<file path="src/rtl/core/iprt_pkg.sv">
`timescale 1ns / 1ps

package iprt_pkg;

  // Table geometry
  localparam int TABLE_DEPTH = 16;
  localparam int DEVICE_BITS = 4;
  localparam int IDX_W       = $clog2(TABLE_DEPTH);

  // Field widths fixed by the stream format
  localparam int ADDR_W      = 32;
  localparam int PLEN_W      = 6;
  localparam int DEV_FIELD_W = 4;
  localparam int REQ_W       = 2;
  localparam int STAT_W      = 2;
  localparam int ENTRY_W     = 2 * ADDR_W + PLEN_W + DEVICE_BITS;

  // Request codes
  localparam logic [REQ_W-1:0] REQ_ADD    = 2'd0;
  localparam logic [REQ_W-1:0] REQ_REMOVE = 2'd1;
  localparam logic [REQ_W-1:0] REQ_LOOKUP = 2'd2;

  // Status codes
  localparam logic [STAT_W-1:0] ST_OK       = 2'd0;
  localparam logic [STAT_W-1:0] ST_FAIL     = 2'd1;
  localparam logic [STAT_W-1:0] ST_NO_ROUTE = 2'd2;

  localparam logic [PLEN_W-1:0] PLEN_MAX = 6'd32;

  // One stored route
  typedef struct packed {
    logic [ADDR_W-1:0]      src;
    logic [ADDR_W-1:0]      tgt;
    logic [PLEN_W-1:0]      plen;
    logic [DEVICE_BITS-1:0] dev;
  } route_t;

  // Controller to datapath
  typedef struct packed {
    logic load;    // latch request, restart scan
    logic scan;    // issue one table read
    logic commit;  // apply update and register result
  } ctl_cmd_t;

  // Datapath to controller
  typedef struct packed {
    logic scan_last;  // read of the last slot is being issued
    logic out_free;   // output register can take a result this cycle
  } dp_stat_t;

  // Interface field to stored device width
  function automatic logic [DEVICE_BITS-1:0] dev_from_field(
    input logic [DEV_FIELD_W-1:0] d
  );
    logic [DEVICE_BITS-1:0] r;
    for (int i = 0; i < DEVICE_BITS; i++) begin
      r[i] = (i < DEV_FIELD_W) ? d[i] : 1'b0;
    end
    return r;
  endfunction

  // Stored device width to interface field
  function automatic logic [DEV_FIELD_W-1:0] dev_to_field(
    input logic [DEVICE_BITS-1:0] d
  );
    logic [DEV_FIELD_W-1:0] r;
    for (int i = 0; i < DEV_FIELD_W; i++) begin
      r[i] = (i < DEVICE_BITS) ? d[i] : 1'b0;
    end
    return r;
  endfunction

  // True when the leading plen bits of dst and tgt agree (plen up to 32)
  function automatic logic prefix_covers(
    input logic [ADDR_W-1:0] dst,
    input logic [ADDR_W-1:0] tgt,
    input logic [PLEN_W-1:0] plen
  );
    logic [ADDR_W-1:0] mask;
    mask = ~({ADDR_W{1'b1}} >> plen);
    return (plen <= PLEN_MAX) && (((dst ^ tgt) & mask) == '0);
  endfunction

endpackage

</file>
<file path="src/rtl/core/iprt_ram.sv">
`timescale 1ns / 1ps

module iprt_ram #(
  parameter int WIDTH = 8,
  parameter int DEPTH = 16
) (
  input  logic                     clk,
  input  logic                     we,
  input  logic [$clog2(DEPTH)-1:0] waddr,
  input  logic [WIDTH-1:0]         wdata,
  input  logic                     re,
  input  logic [$clog2(DEPTH)-1:0] raddr,
  output logic [WIDTH-1:0]         rdata
);

  logic [WIDTH-1:0] mem [DEPTH];
  logic [WIDTH-1:0] rdata_r;

  // One write port, one registered read port
  always_ff @(posedge clk) begin
    if (we) begin
      mem[waddr] <= wdata;
    end
    if (re) begin
      rdata_r <= mem[raddr];
    end
  end

  assign rdata = rdata_r;

endmodule

</file>
<file path="src/rtl/core/iprt_ctrl.sv">
`timescale 1ns / 1ps

module iprt_ctrl (
  input  logic               clk,
  input  logic               rst_n,
  input  logic               in_tvalid,
  output logic               in_tready,
  input  iprt_pkg::dp_stat_t stat,
  output iprt_pkg::ctl_cmd_t cmd
);

  import iprt_pkg::*;

  localparam logic [1:0] S_IDLE   = 2'd0;
  localparam logic [1:0] S_SCAN   = 2'd1;
  localparam logic [1:0] S_DRAIN  = 2'd2;
  localparam logic [1:0] S_COMMIT = 2'd3;

  logic [1:0] state_r;
  logic [1:0] state_nxt;

  // Next state
  always_comb begin
    state_nxt = state_r;
    unique case (state_r)
      S_IDLE: begin
        if (in_tvalid) state_nxt = S_SCAN;
      end
      S_SCAN: begin
        if (stat.scan_last) state_nxt = S_DRAIN;
      end
      S_DRAIN: begin
        state_nxt = S_COMMIT;
      end
      S_COMMIT: begin
        if (stat.out_free) state_nxt = S_IDLE;
      end
      default: begin
        state_nxt = S_IDLE;
      end
    endcase
  end

  always_ff @(posedge clk) begin
    if (!rst_n) begin
      state_r <= S_IDLE;
    end else begin
      state_r <= state_nxt;
    end
  end

  // Commands
  assign in_tready  = (state_r == S_IDLE);
  assign cmd.load   = (state_r == S_IDLE) && in_tvalid;
  assign cmd.scan   = (state_r == S_SCAN);
  assign cmd.commit = (state_r == S_COMMIT) && stat.out_free;

endmodule

</file>
<file path="src/rtl/core/iprt_datapath.sv">
`timescale 1ns / 1ps

module iprt_datapath (
  input  logic                                 clk,
  input  logic                                 rst_n,
  input  iprt_pkg::ctl_cmd_t                   cmd,
  output iprt_pkg::dp_stat_t                   stat,
  // request fields
  input  logic [iprt_pkg::REQ_W-1:0]           req_type,
  input  logic [iprt_pkg::ADDR_W-1:0]          source_addr,
  input  logic [iprt_pkg::ADDR_W-1:0]          target_addr,
  input  logic [iprt_pkg::PLEN_W-1:0]          prefix_len,
  input  logic [iprt_pkg::DEV_FIELD_W-1:0]     device_id,
  input  logic [iprt_pkg::ADDR_W-1:0]          dest_addr,
  input  logic                                 source_has_iface,
  // result register
  output logic                                 out_valid,
  input  logic                                 out_ready,
  output logic [iprt_pkg::STAT_W-1:0]          status,
  output logic [iprt_pkg::ADDR_W-1:0]          hit_source,
  output logic [iprt_pkg::ADDR_W-1:0]          hit_target,
  output logic [iprt_pkg::PLEN_W-1:0]          hit_prefix_len,
  output logic [iprt_pkg::DEV_FIELD_W-1:0]     hit_device,
  output logic                                 hit_is_default
);

  import iprt_pkg::*;

  // Latched request
  logic [REQ_W-1:0]  req_r;
  route_t            rq_r;
  logic [ADDR_W-1:0] dst_r;
  logic              iface_r;

  // Scan pointer and read pipeline
  logic [IDX_W-1:0] idx_r;
  logic [IDX_W-1:0] eidx_r;
  logic             rd_vld_r;
  logic [ENTRY_W-1:0] rd_data;
  route_t           ent;
  logic             ent_valid;

  // Scan findings
  logic             eq_found_r;
  logic [IDX_W-1:0] eq_idx_r;
  logic             free_found_r;
  logic [IDX_W-1:0] free_idx_r;
  logic             best_found_r;
  route_t           best_r;

  // Slot valid bits and default route
  logic [TABLE_DEPTH-1:0] valid_r;
  logic                   def_valid_r;
  logic [ADDR_W-1:0]      def_src_r;
  logic [ADDR_W-1:0]      def_tgt_r;
  logic [DEVICE_BITS-1:0] def_dev_r;

  // Result register
  logic                   out_valid_r;
  logic [STAT_W-1:0]      out_status_r;
  logic [ADDR_W-1:0]      out_src_r;
  logic [ADDR_W-1:0]      out_tgt_r;
  logic [PLEN_W-1:0]      out_plen_r;
  logic [DEVICE_BITS-1:0] out_dev_r;
  logic                   out_def_r;

  // Per-entry compare
  logic any_src;
  logic ent_live;
  logic ent_equal;
  logic ent_better;

  // Commit decisions
  logic add_default;
  logic add_table;
  logic def_match;
  logic rm_default;
  logic rm_table;
  logic lk_default;
  logic [STAT_W-1:0]      res_status;
  logic [ADDR_W-1:0]      res_src;
  logic [ADDR_W-1:0]      res_tgt;
  logic [PLEN_W-1:0]      res_plen;
  logic [DEVICE_BITS-1:0] res_dev;
  logic                   res_def;

  // Route store
  iprt_ram #(
    .WIDTH (ENTRY_W),
    .DEPTH (TABLE_DEPTH)
  ) u_ram (
    .clk   (clk),
    .we    (cmd.commit && add_table),
    .waddr (free_idx_r),
    .wdata (rq_r),
    .re    (cmd.scan),
    .raddr (idx_r),
    .rdata (rd_data)
  );

  assign ent       = route_t'(rd_data);
  assign ent_valid = valid_r[eidx_r];
  assign any_src   = (rq_r.src == '0);

  // Evaluate the slot read in the previous cycle
  always_comb begin
    ent_live   = ent_valid && (any_src || (ent.src == rq_r.src));
    ent_equal  = ent_valid && (ent.src == rq_r.src) && (ent.tgt == rq_r.tgt) &&
                 (ent.plen == rq_r.plen) && (ent.dev == rq_r.dev);
    ent_better = ent_live && prefix_covers(dst_r, ent.tgt, ent.plen) &&
                 (!best_found_r || (ent.plen > best_r.plen));
  end

  // Request latch, scan pointer and findings
  always_ff @(posedge clk) begin
    if (!rst_n) begin
      rd_vld_r     <= 1'b0;
      eq_found_r   <= 1'b0;
      free_found_r <= 1'b0;
      best_found_r <= 1'b0;
      idx_r        <= '0;
    end else begin
      rd_vld_r <= cmd.scan;
      if (cmd.load) begin
        idx_r        <= '0;
        eq_found_r   <= 1'b0;
        free_found_r <= 1'b0;
        best_found_r <= 1'b0;
      end else begin
        if (cmd.scan) begin
          idx_r <= idx_r + 1'b1;
        end
        if (rd_vld_r) begin
          if (ent_equal && !eq_found_r) begin
            eq_found_r <= 1'b1;
          end
          if (!ent_valid && !free_found_r) begin
            free_found_r <= 1'b1;
          end
          if (ent_better) begin
            best_found_r <= 1'b1;
          end
        end
      end
    end
  end

  // Payload of the scan, no reset needed
  always_ff @(posedge clk) begin
    eidx_r <= idx_r;
    if (cmd.load) begin
      req_r   <= req_type;
      rq_r    <= '{src: source_addr, tgt: target_addr, plen: prefix_len,
                   dev: dev_from_field(device_id)};
      dst_r   <= dest_addr;
      iface_r <= source_has_iface;
    end
    if (rd_vld_r) begin
      if (ent_equal && !eq_found_r) eq_idx_r <= eidx_r;
      if (!ent_valid && !free_found_r) free_idx_r <= eidx_r;
      if (ent_better) best_r <= ent;
    end
  end

  // Decide the request once the scan is complete
  always_comb begin
    add_default = iface_r && (rq_r.plen == '0);
    add_table   = (req_r == REQ_ADD) && iface_r && (rq_r.plen != '0) &&
                  !eq_found_r && free_found_r;
    def_match   = def_valid_r && (rq_r.plen == '0) && (def_src_r == rq_r.src) &&
                  (def_tgt_r == rq_r.tgt) && (def_dev_r == rq_r.dev);
    rm_default  = (req_r == REQ_REMOVE) && def_match;
    rm_table    = (req_r == REQ_REMOVE) && !def_match && eq_found_r;
    lk_default  = def_valid_r && (any_src || (def_src_r == rq_r.src));

    res_status = ST_FAIL;
    res_src    = '0;
    res_tgt    = '0;
    res_plen   = '0;
    res_dev    = '0;
    res_def    = 1'b0;
    unique case (req_r)
      REQ_ADD: begin
        if (add_default || add_table) res_status = ST_OK;
      end
      REQ_REMOVE: begin
        if (rm_default || rm_table) res_status = ST_OK;
      end
      REQ_LOOKUP: begin
        if (best_found_r) begin
          res_status = ST_OK;
          res_src    = best_r.src;
          res_tgt    = best_r.tgt;
          res_plen   = best_r.plen;
          res_dev    = best_r.dev;
        end else if (lk_default) begin
          res_status = ST_OK;
          res_src    = def_src_r;
          res_tgt    = def_tgt_r;
          res_dev    = def_dev_r;
          res_def    = 1'b1;
        end else begin
          res_status = ST_NO_ROUTE;
        end
      end
      default: begin
        res_status = ST_FAIL;
      end
    endcase
  end

  // Valid bits and default route
  always_ff @(posedge clk) begin
    if (!rst_n) begin
      valid_r     <= '0;
      def_valid_r <= 1'b0;
      def_src_r   <= '0;
      def_tgt_r   <= '0;
      def_dev_r   <= '0;
    end else if (cmd.commit) begin
      if (add_table) begin
        valid_r[free_idx_r] <= 1'b1;
      end
      if (rm_table) begin
        valid_r[eq_idx_r] <= 1'b0;
      end
      if ((req_r == REQ_ADD) && add_default) begin
        def_valid_r <= 1'b1;
        def_src_r   <= rq_r.src;
        def_tgt_r   <= rq_r.tgt;
        def_dev_r   <= rq_r.dev;
      end else if (rm_default) begin
        def_valid_r <= 1'b0;
        def_src_r   <= '0;
        def_tgt_r   <= '0;
        def_dev_r   <= '0;
      end
    end
  end

  // Output register
  always_ff @(posedge clk) begin
    if (!rst_n) begin
      out_valid_r <= 1'b0;
    end else if (cmd.commit) begin
      out_valid_r <= 1'b1;
    end else if (out_ready) begin
      out_valid_r <= 1'b0;
    end
  end

  always_ff @(posedge clk) begin
    if (cmd.commit) begin
      out_status_r <= res_status;
      out_src_r    <= res_src;
      out_tgt_r    <= res_tgt;
      out_plen_r   <= res_plen;
      out_dev_r    <= res_dev;
      out_def_r    <= res_def;
    end
  end

  assign stat.scan_last = cmd.scan && (idx_r == IDX_W'(TABLE_DEPTH - 1));
  assign stat.out_free  = !out_valid_r || out_ready;

  assign out_valid      = out_valid_r;
  assign status         = out_status_r;
  assign hit_source     = out_src_r;
  assign hit_target     = out_tgt_r;
  assign hit_prefix_len = out_plen_r;
  assign hit_device     = dev_to_field(out_dev_r);
  assign hit_is_default = out_def_r;

endmodule

</file>
<file path="src/rtl/core/ipv4_route_table_lpm.sv">
// IPv4 route table with longest-prefix-match lookup and a separate default route.
//
// Input channel (in_*): one beat is one request. in_tuser carries the request
// type (add, remove, lookup); in_tdata carries the route and lookup fields.
// Result channel (out_*): exactly one beat per request, in request order,
// with a status code and, for a successful lookup, the chosen route.
//
// Each request walks all 16 table slots through the route memory, one read
// per cycle, then passes through a drain state for the last read and a
// commit state that waits for a free output register. The next request is
// taken only once the block is idle again, so requests never overlap, as
// set by the single read port of the route memory.
//
// Reset (rst_n low, synchronous) empties the table and the default route.
// The route memory itself is not cleared; slot valid bits guard it.
// When the receiver stalls, the result stays in the output register and the
// block accepts and scans the next request, holding its commit until the
// output register is free.
`timescale 1ns / 1ps

module ipv4_route_table_lpm (
  input  logic         clk,
  input  logic         rst_n,
  // request stream
  input  logic         in_tvalid,
  output logic         in_tready,
  // [31:0] source_addr, [63:32] target_addr, [69:64] prefix_len,
  // [73:70] device_id, [105:74] dest_addr, [106] source_has_iface
  input  logic [111:0] in_tdata,
  // [1:0] req_type
  input  logic [1:0]   in_tuser,
  // result stream
  output logic         out_tvalid,
  input  logic         out_tready,
  // [1:0] status, [33:2] hit_source, [65:34] hit_target,
  // [71:66] hit_prefix_len, [75:72] hit_device
  output logic [79:0]  out_tdata,
  // [0] hit_is_default
  output logic [0:0]   out_tuser
);

  import iprt_pkg::*;

  ctl_cmd_t cmd;
  dp_stat_t stat;

  logic [STAT_W-1:0]      status;
  logic [ADDR_W-1:0]      hit_source;
  logic [ADDR_W-1:0]      hit_target;
  logic [PLEN_W-1:0]      hit_prefix_len;
  logic [DEV_FIELD_W-1:0] hit_device;
  logic                   hit_is_default;

  iprt_ctrl u_ctrl (
    .clk       (clk),
    .rst_n     (rst_n),
    .in_tvalid (in_tvalid),
    .in_tready (in_tready),
    .stat      (stat),
    .cmd       (cmd)
  );

  iprt_datapath u_dp (
    .clk              (clk),
    .rst_n            (rst_n),
    .cmd              (cmd),
    .stat             (stat),
    .req_type         (in_tuser),
    .source_addr      (in_tdata[31:0]),
    .target_addr      (in_tdata[63:32]),
    .prefix_len       (in_tdata[69:64]),
    .device_id        (in_tdata[73:70]),
    .dest_addr        (in_tdata[105:74]),
    .source_has_iface (in_tdata[106]),
    .out_valid        (out_tvalid),
    .out_ready        (out_tready),
    .status           (status),
    .hit_source       (hit_source),
    .hit_target       (hit_target),
    .hit_prefix_len   (hit_prefix_len),
    .hit_device       (hit_device),
    .hit_is_default   (hit_is_default)
  );

  // Result beat packing
  assign out_tdata = {4'b0000, hit_device, hit_prefix_len, hit_target, hit_source, status};
  assign out_tuser = hit_is_default;

endmodule

</file>
<file path="config.mk">
export PLATFORM = sky130hd
export DESIGN_NAME = ipv4_route_table_lpm
export DESIGN_NICKNAME = d
export VERILOG_FILES = /design/src/rtl/core/iprt_pkg.sv /design/src/rtl/core/iprt_ram.sv /design/src/rtl/core/iprt_ctrl.sv /design/src/rtl/core/iprt_datapath.sv /design/src/rtl/core/ipv4_route_table_lpm.sv
export SDC_FILE = /design/constraint.sdc
export NUM_CORES = 2
export LEC_CHECK = 0
export BUFFER_PORTS_ARGS = -buffer_cell sky130_fd_sc_hd__buf_2
export CAP_MARGIN = 20
export CORE_ASPECT_RATIO = 0.5
export CORE_MARGIN = 5
export CORE_UTILIZATION = 61
export DETAILED_ROUTE_END_ITERATION = 8
export PLACE_DENSITY_LB_ADDON = 0.25
export SYNTH_ARGS = -nofsm -noshare
export SYNTH_HDL_FRONTEND = slang
export SYNTH_SLANG_ARGS = --single-unit
</file>
<file path="constraint.sdc">
create_clock -name clk -period 10.9 [get_ports clk]
set_input_delay 1.09 -clock clk [delete_from_list [all_inputs] [get_ports clk]]
set_output_delay 1.09 -clock clk [all_outputs]
set_load 0.01 [all_outputs]
</file>
# Word level (Yosys, flattened, before mapping)
# Memory sizes are Yosys's and may differ from the RTL's. A register that Yosys moved wholly into a read port is not among the register bits.
# Cells that the tools add are included.
# totals
register_bits	368
ramBits	1184
in_bits	118
output_inout_bits	83
word_cells	161
n_memories	1
# op_classes
add_sub_neg	1
n_lt_le_gt_ge	7
eq_ne	16
n_shift	1
muxes	37
n_bitwise	8
n_reduce_logical	58
# mem_list
memory	depth	word_bits	rd	rd_clocked_by_memory_dff	wr	line	rtl
u_dp.u_ram.mem	16	74	1	1	1	iprt_ram.sv:16	logic [WIDTH-1:0] mem [DEPTH];
# op_table
operator	count
$mux 32	7
$eq 32x32->1	4
$logic_not 32->1	2
$mux 16	4
$and 32x32->32	1
$not 32->32	1
$shr 32x6->32 const A	1
$xor 32x32->32	1
$logic_and 1x1->1	30
$and 16x16->16	1
$mux 4	4
$not 16->16	1
$or 16x16->16	1
$lt 4x5->1 const B	3
$mux 1	12
$mux 2	5
$reduce_and 2->1	5
$demux 1 s4	2
$eq 4x4->1	2
$ge 4x1->1 const B	2
$pmux 2 s4	1
$eq 2x2->1 const B	3
$eq 6x6->1	1
$gt 6x6->1	1
other kinds (17)	33

# Depth between registers and ports, before layout
# logic_depth
depth_word	11
ltp_mapped	9
mapped_depth_nobuf	8

# By module
# Synthesis repeated with hierarchy kept, for this count alone.
# hier_totals
hier_cells	3111
hier_area_um2	62108.3
# modules_own_cells
mod	instances	cells_per_inst	area_each_um2	seq_area_each_um2
iprt_ram	1	1901	46494.6	37776.2
iprt_datapath	1	1185	15411.0	10009.6
iprt_ctrl	1	20	168.9	40.0
ipv4_route_table_lpm	1	5	33.8	0.0

# Worst setup path after synthesis
# OpenSTA, ideal clock, no wires.
# synth_timing
path_kind	input to register
start	in out_tready
end	reg u_dp.valid_r[0]
setup_time_ps	82
arrival_time_ps	8174
required_ps	10818
slack_ps	2644
path_stages	6
path_buffers	0
path_cell_list	nand2b_1 > nand3_1 > nor3b_1 > nor3b_1 > nor3b_1 > o221a_2
# synth_between
elab_chain_cells	2
# synth_lines
element	line	rtl
from (decl)	ipv4_route_table_lpm.sv:34	input logic out_tready,
$logic_or 1x1->1	iprt_datapath.sv:264	assign stat.out_free = !out_valid_r || out_ready;
$logic_and 1x1->1	iprt_ctrl.sv:56	assign cmd.commit = (state_r == S_COMMIT) && stat.out_free;
to (signal assigned)	iprt_datapath.sv:215	valid_r <= '0;
to (signal, indexed assignment)	iprt_datapath.sv:222	valid_r[free_idx_r] <= 1'b1;
to (signal, indexed assignment)	iprt_datapath.sv:225	valid_r[eq_idx_r] <= 1'b0;
to (decl)	iprt_datapath.sv:52	logic [TABLE_DEPTH-1:0] valid_r;
# No other way between the ends.
# A chain may end at the register's enable or synchronous reset.

# Worst setup path in the final report
# layout_timing
start	reg u_dp.rq_r[42] (netlist bit)
end	reg u_dp.def_tgt_r[18]
# layout_between
elab_chain_cells	7
# layout_lines
element	line	rtl
from (decl)	iprt_datapath.sv:31	route_t rq_r;
from (signal assigned)	iprt_datapath.sv:153	rq_r <= '{src: source_addr, tgt: target_addr, plen: prefix_len,
$eq 32x32->1	iprt_datapath.sv:170	def_match = def_valid_r && (rq_r.plen == '0) && (def_src_r == rq_r.src) &&
$logic_and 1x1->1 (2 in series)	iprt_datapath.sv:170	
$logic_and 1x1->1	iprt_datapath.sv:171	(def_tgt_r == rq_r.tgt) && (def_dev_r == rq_r.dev);
$logic_and 1x1->1	iprt_datapath.sv:172	rm_default = (req_r == REQ_REMOVE) && def_match;
$reduce_bool 2->1 (no line)	-	
$reduce_and 2->1 (no line)	-	
to (signal assigned)	iprt_datapath.sv:230	def_tgt_r <= rq_r.tgt;
to (decl)	iprt_datapath.sv:55	logic [ADDR_W-1:0] def_tgt_r;
# No other way between the ends.

==> run summary <==
Leakage power of the design -> 21.4 nW
Number of register bits inferred by synthesis -> 1626
DR iter-0 viols -> 4649
Core Region -> 0.100 mm2
Number of gates on the worst path with buffers counted -> 7
Most frequent cell after synthesis -> sky130_fd_sc_hd__edfxtp_1
Util after Layout -> 0.688
Number of max-capacitance violations reported -> 0
Post-detailed-route DRC marker count -> 0
Half-perimeter wire length after detailed placement -> 83.7 mm
M3 GR Usage -> 0.0638
Async set-or-reset flop fraction in the synthesized netlist -> 0
Min cycle time layout -> 4390 ps
Number of rows created at floorplan -> 82
Class of the tightest hold or removal check -> reg -> reg
Cell count after placement -> 4389
Area share of the leading cell type in the synthesized netlist -> 0.740
Cell with the largest stage delay on the worst path -> sky130_fd_sc_hd__nor4_1
Clock edge transition at the registers on the reported setup and hold paths -> 70 ps
Post-Synthesis Mean Instance Area -> 21.3 um2
Routed length per instance -> 32.9 um
Clock net sink count -> 1626
Worst-margin pin slew -> 1130 ps
Setup violators final -> 0
Type of destination of the critical path -> register
Post-CTS repair timing setup buffer count -> 0
Count of distinct cell types in the synthesized netlist -> 63
Global-route wire length before repair -> 220 mm
Die Height -> 235 um
Post-CTS sizing -> 0
Power density cells -> 211 mW/mm2
Number of buffers inserted by hold repair at cts -> 0
Number of hold violations in the final report -> 0
Cell count of the worst reg-to-reg path -> 7
CTS tree -> done
Flip-flop cell with the highest count after synthesis -> sky130_fd_sc_hd__edfxtp_1
Worst EP arrival -> 4990 ps
# nets final -> 3317
Synthesis warning total -> 0
Worst r2r dst -> u_dp.def_tgt_r[18]
Peak fanout along the critical path -> 43
Netlist area before placement -> 0.0619 mm2
Num CTS Buffers -> 135
Grt met2 use -> 0.434
Top cells by instance count after synthesis -> sky130_fd_sc_hd__edfxtp_1 (1526), sky130_fd_sc_hd__mux4_2 (375), sky130_fd_sc_hd__xnor2_1 (150)
Clk_lat worst skew -> 760 ps
Critical R2R Launch -> u_dp.rq_r[42]
Post-route ant nets -> 0
Placement-stage cell area -> 0.0648 mm2
Met1 Usage GRT -> 0.416
Kind of cell with the highest combined delay on the critical path -> simple AND/OR/NAND/NOR gates
Total track usage -> 0.284
Overall overflow remaining after global route -> 0
Achievable clock frequency -> 0.228 GHz
DR pass1 iterations -> 7
RePlAce Congestion -> 0.901
Via-to-Cell Ratio -> 6.79
Final Routed Wirelength -> 153 mm
Number of antenna violations at the first check in global routing -> 5
Fin Setup TNS -> 0 ps
Root cell of the clock tree -> sky130_fd_sc_hd__clkbuf_16
Slew HR -> 0.246
Capture point of the critical path -> u_dp.def_tgt_r[18]
Required time at the worst-slack endpoint -> 11500 ps
Worst R2R Setup Slack -> 6510 ps
Total via count after detailed routing -> 31514
Share of post-route cells with drive strength above 1 -> 0.275
VDD IR max -> 0.000158 V
Most area-consuming cells after synthesis -> sky130_fd_sc_hd__edfxtp_1 (74%), sky130_fd_sc_hd__mux4_2 (14%), sky130_fd_sc_hd__dfxtp_1 (3.2%), sky130_fd_sc_hd__xnor2_1 (2.1%), sky130_fd_sc_hd__a22o_1 (0.98%)
Type of the setup path with the least slack -> reg -> reg
Maximum number of pins on one net before global-route repair -> 71
Outcome -> finished clean
Post-route clock skew -> 28.4 ps
Most utilized layer in the global route result -> met2
Die outline width -> 461 um
Initial Utilization -> 0.617
Deepest level of the CTS H-tree -> 4
Total power -> 14.6 mW
Final non-filler cell total -> 4642
Worst path max stage delay -> 890 ps
Cell count after synthesis -> 2906
Library cell with the largest summed area after synthesis -> sky130_fd_sc_hd__edfxtp_1
Post-route cell area -> 0.0691 mm2
Worst Setup SP -> u_dp.rq_r[42]
Critical-path cell list -> xnor2_1 -> nand4_1 -> nor4_1 -> and2_1 -> and4_2 -> buf_4 -> o21ai_0
Number of I/O port buffers -> 191
Final worst-path cycle share -> 0.402
CTS max path bufs -> 3
DIE AREA -> 0.108 mm2
Pins over their slew limit -> 0
Count of pins on the block boundary -> 201
RSZ-0062 raised after global routing -> no
Sequential fraction of the synthesis area -> 0.772
Relative area change from synthesis to final layout -> 11.6%
CP Buf/Inv Count -> 1
Via count of the first global-routing pass -> 31388
EDFF count, synth -> 1526
Critical Path Source Type -> register
-- stage by stage --
stage	worst slack (ps)	hold WS (ps)
2_1_floorplan	2640	329
5_1_grt	6410	474
6_report	6510	474
4_1_cts	6460	456
3_3_place_gp	6170	454
3_5_place_dp	6090	456
-- worst min-delay path by stage --
stage / start / end / cells past startpoint
2_1_floorplan: u_dp.idx_r[2] / u_dp.eidx_r[2] / 0
3_3_place_gp: u_dp.u_ram.rdata[48] / u_dp.best_r[48] / 0
3_5_place_dp: u_dp.u_ram.rdata[54] / u_dp.best_r[54] / 0
4_1_cts: in_tdata[15] / u_dp.rq_r[57] / 1
5_1_grt: in_tdata[15] / u_dp.rq_r[57] / 1
6_report: u_dp.u_ram.rdata[67] / u_dp.best_r[67] / 0
-- placed cells by master (no fill, tap or decap), types with 12 or more instances in the layout --
cell type / instances
sky130_fd_sc_hd__clkinv_1: 24
sky130_fd_sc_hd__mux4_2: 375
sky130_fd_sc_hd__edfxtp_1: 1526
sky130_fd_sc_hd__buf_2: 191
sky130_fd_sc_hd__nor2_1: 32
sky130_fd_sc_hd__inv_1: 24
sky130_fd_sc_hd__a22o_1: 69
sky130_fd_sc_hd__nor4_1: 20
sky130_fd_sc_hd__o221a_2: 16
sky130_fd_sc_hd__clkinv_2: 20
sky130_fd_sc_hd__clkbuf_16: 140
sky130_fd_sc_hd__xor2_1: 19
sky130_fd_sc_hd__xnor2_1: 150
sky130_fd_sc_hd__nand2_1: 86
sky130_fd_sc_hd__dfxtp_1: 96
sky130_fd_sc_hd__nand3_1: 83
sky130_fd_sc_hd__clkbuf_1: 34
sky130_fd_sc_hd__nand4_1: 47
sky130_fd_sc_hd__buf_4: 88
sky130_fd_sc_hd__o21ai_0: 68
sky130_fd_sc_hd__clkbuf_8: 13
sky130_fd_sc_hd__a21oi_1: 12
-- power by group --
| group | switching, mW | internal (mW) | total, mW |
|---|---|---|---|
| sequential | 0.440 | 7.43 | 7.87 |
| combinational | 1.12 | 0.917 | 2.04 |
| clock | 2.18 | 2.51 | 4.69 |
| total | 3.74 | 10.9 | 14.6 |
-- sequential cells by signal, indices dropped and copies added (netlist names), 6 cells and up --
register and count:
u_dp.hit_target 32, u_dp.dst_r 32, u_dp.rq_r 74, u_dp.hit_prefix_len 6, u_dp.hit_source 32, u_dp.best_r 74
u_dp.u_ram.mem 1184, u_dp.u_ram.rdata 74, u_dp.def_tgt_r 32, u_dp.valid_r 16, u_dp.def_src_r 32
-- cells by family (layout without fill, tap and decap cells) --
| family | count (synthesis) | in the layout | share of synthesized area |
|---|---|---|---|
| DFF | 1626 | 1626 | 0.772 |
| muxes | 376 | 376 | 0.137 |
| and+or+nand+nor | 335 | 335 | 0.0272 |
| AOI/OAI and AO/OA | 220 | 220 | 0.0263 |
| xor gates and xnor gates | 169 | 169 | 0.0239 |
| buffers and inverters | 167 | 555 | 0.0116 |
| adders and majority gates | 12 | 12 | 0.00238 |
| other | 1 | 5 | 0.0000605 |
-- metal layers --
layer / share of wire / wire length [um]
met3: 0.11 / 17400
met2: 0.47 / 72100
met1: 0.38 / 58000
met4: 0.033 / 5050
met5: 0.00015 / 23
-- worst register-to-register path, stage by stage, from the launching register on --
cell	delay (ps)
sky130_fd_sc_hd__edfxtp_1	670
sky130_fd_sc_hd__xnor2_1	550
sky130_fd_sc_hd__nand4_1	210
sky130_fd_sc_hd__nor4_1	890
sky130_fd_sc_hd__and2_1	310
sky130_fd_sc_hd__and4_2	690
sky130_fd_sc_hd__buf_4	640
sky130_fd_sc_hd__o21ai_0	270
-- layout make-up --
class	count	area, um2
clock buffers	187	3810
fillers	6031	31300
multi-input cells	1116	13600
clock inverters	59	392
diodes	1	2.50
inverters	25	96.3
repair buffers	284	1740
well taps	1344	1680
flip-flops and latches	1626	47800
Power figures use the tool's default switching activity.
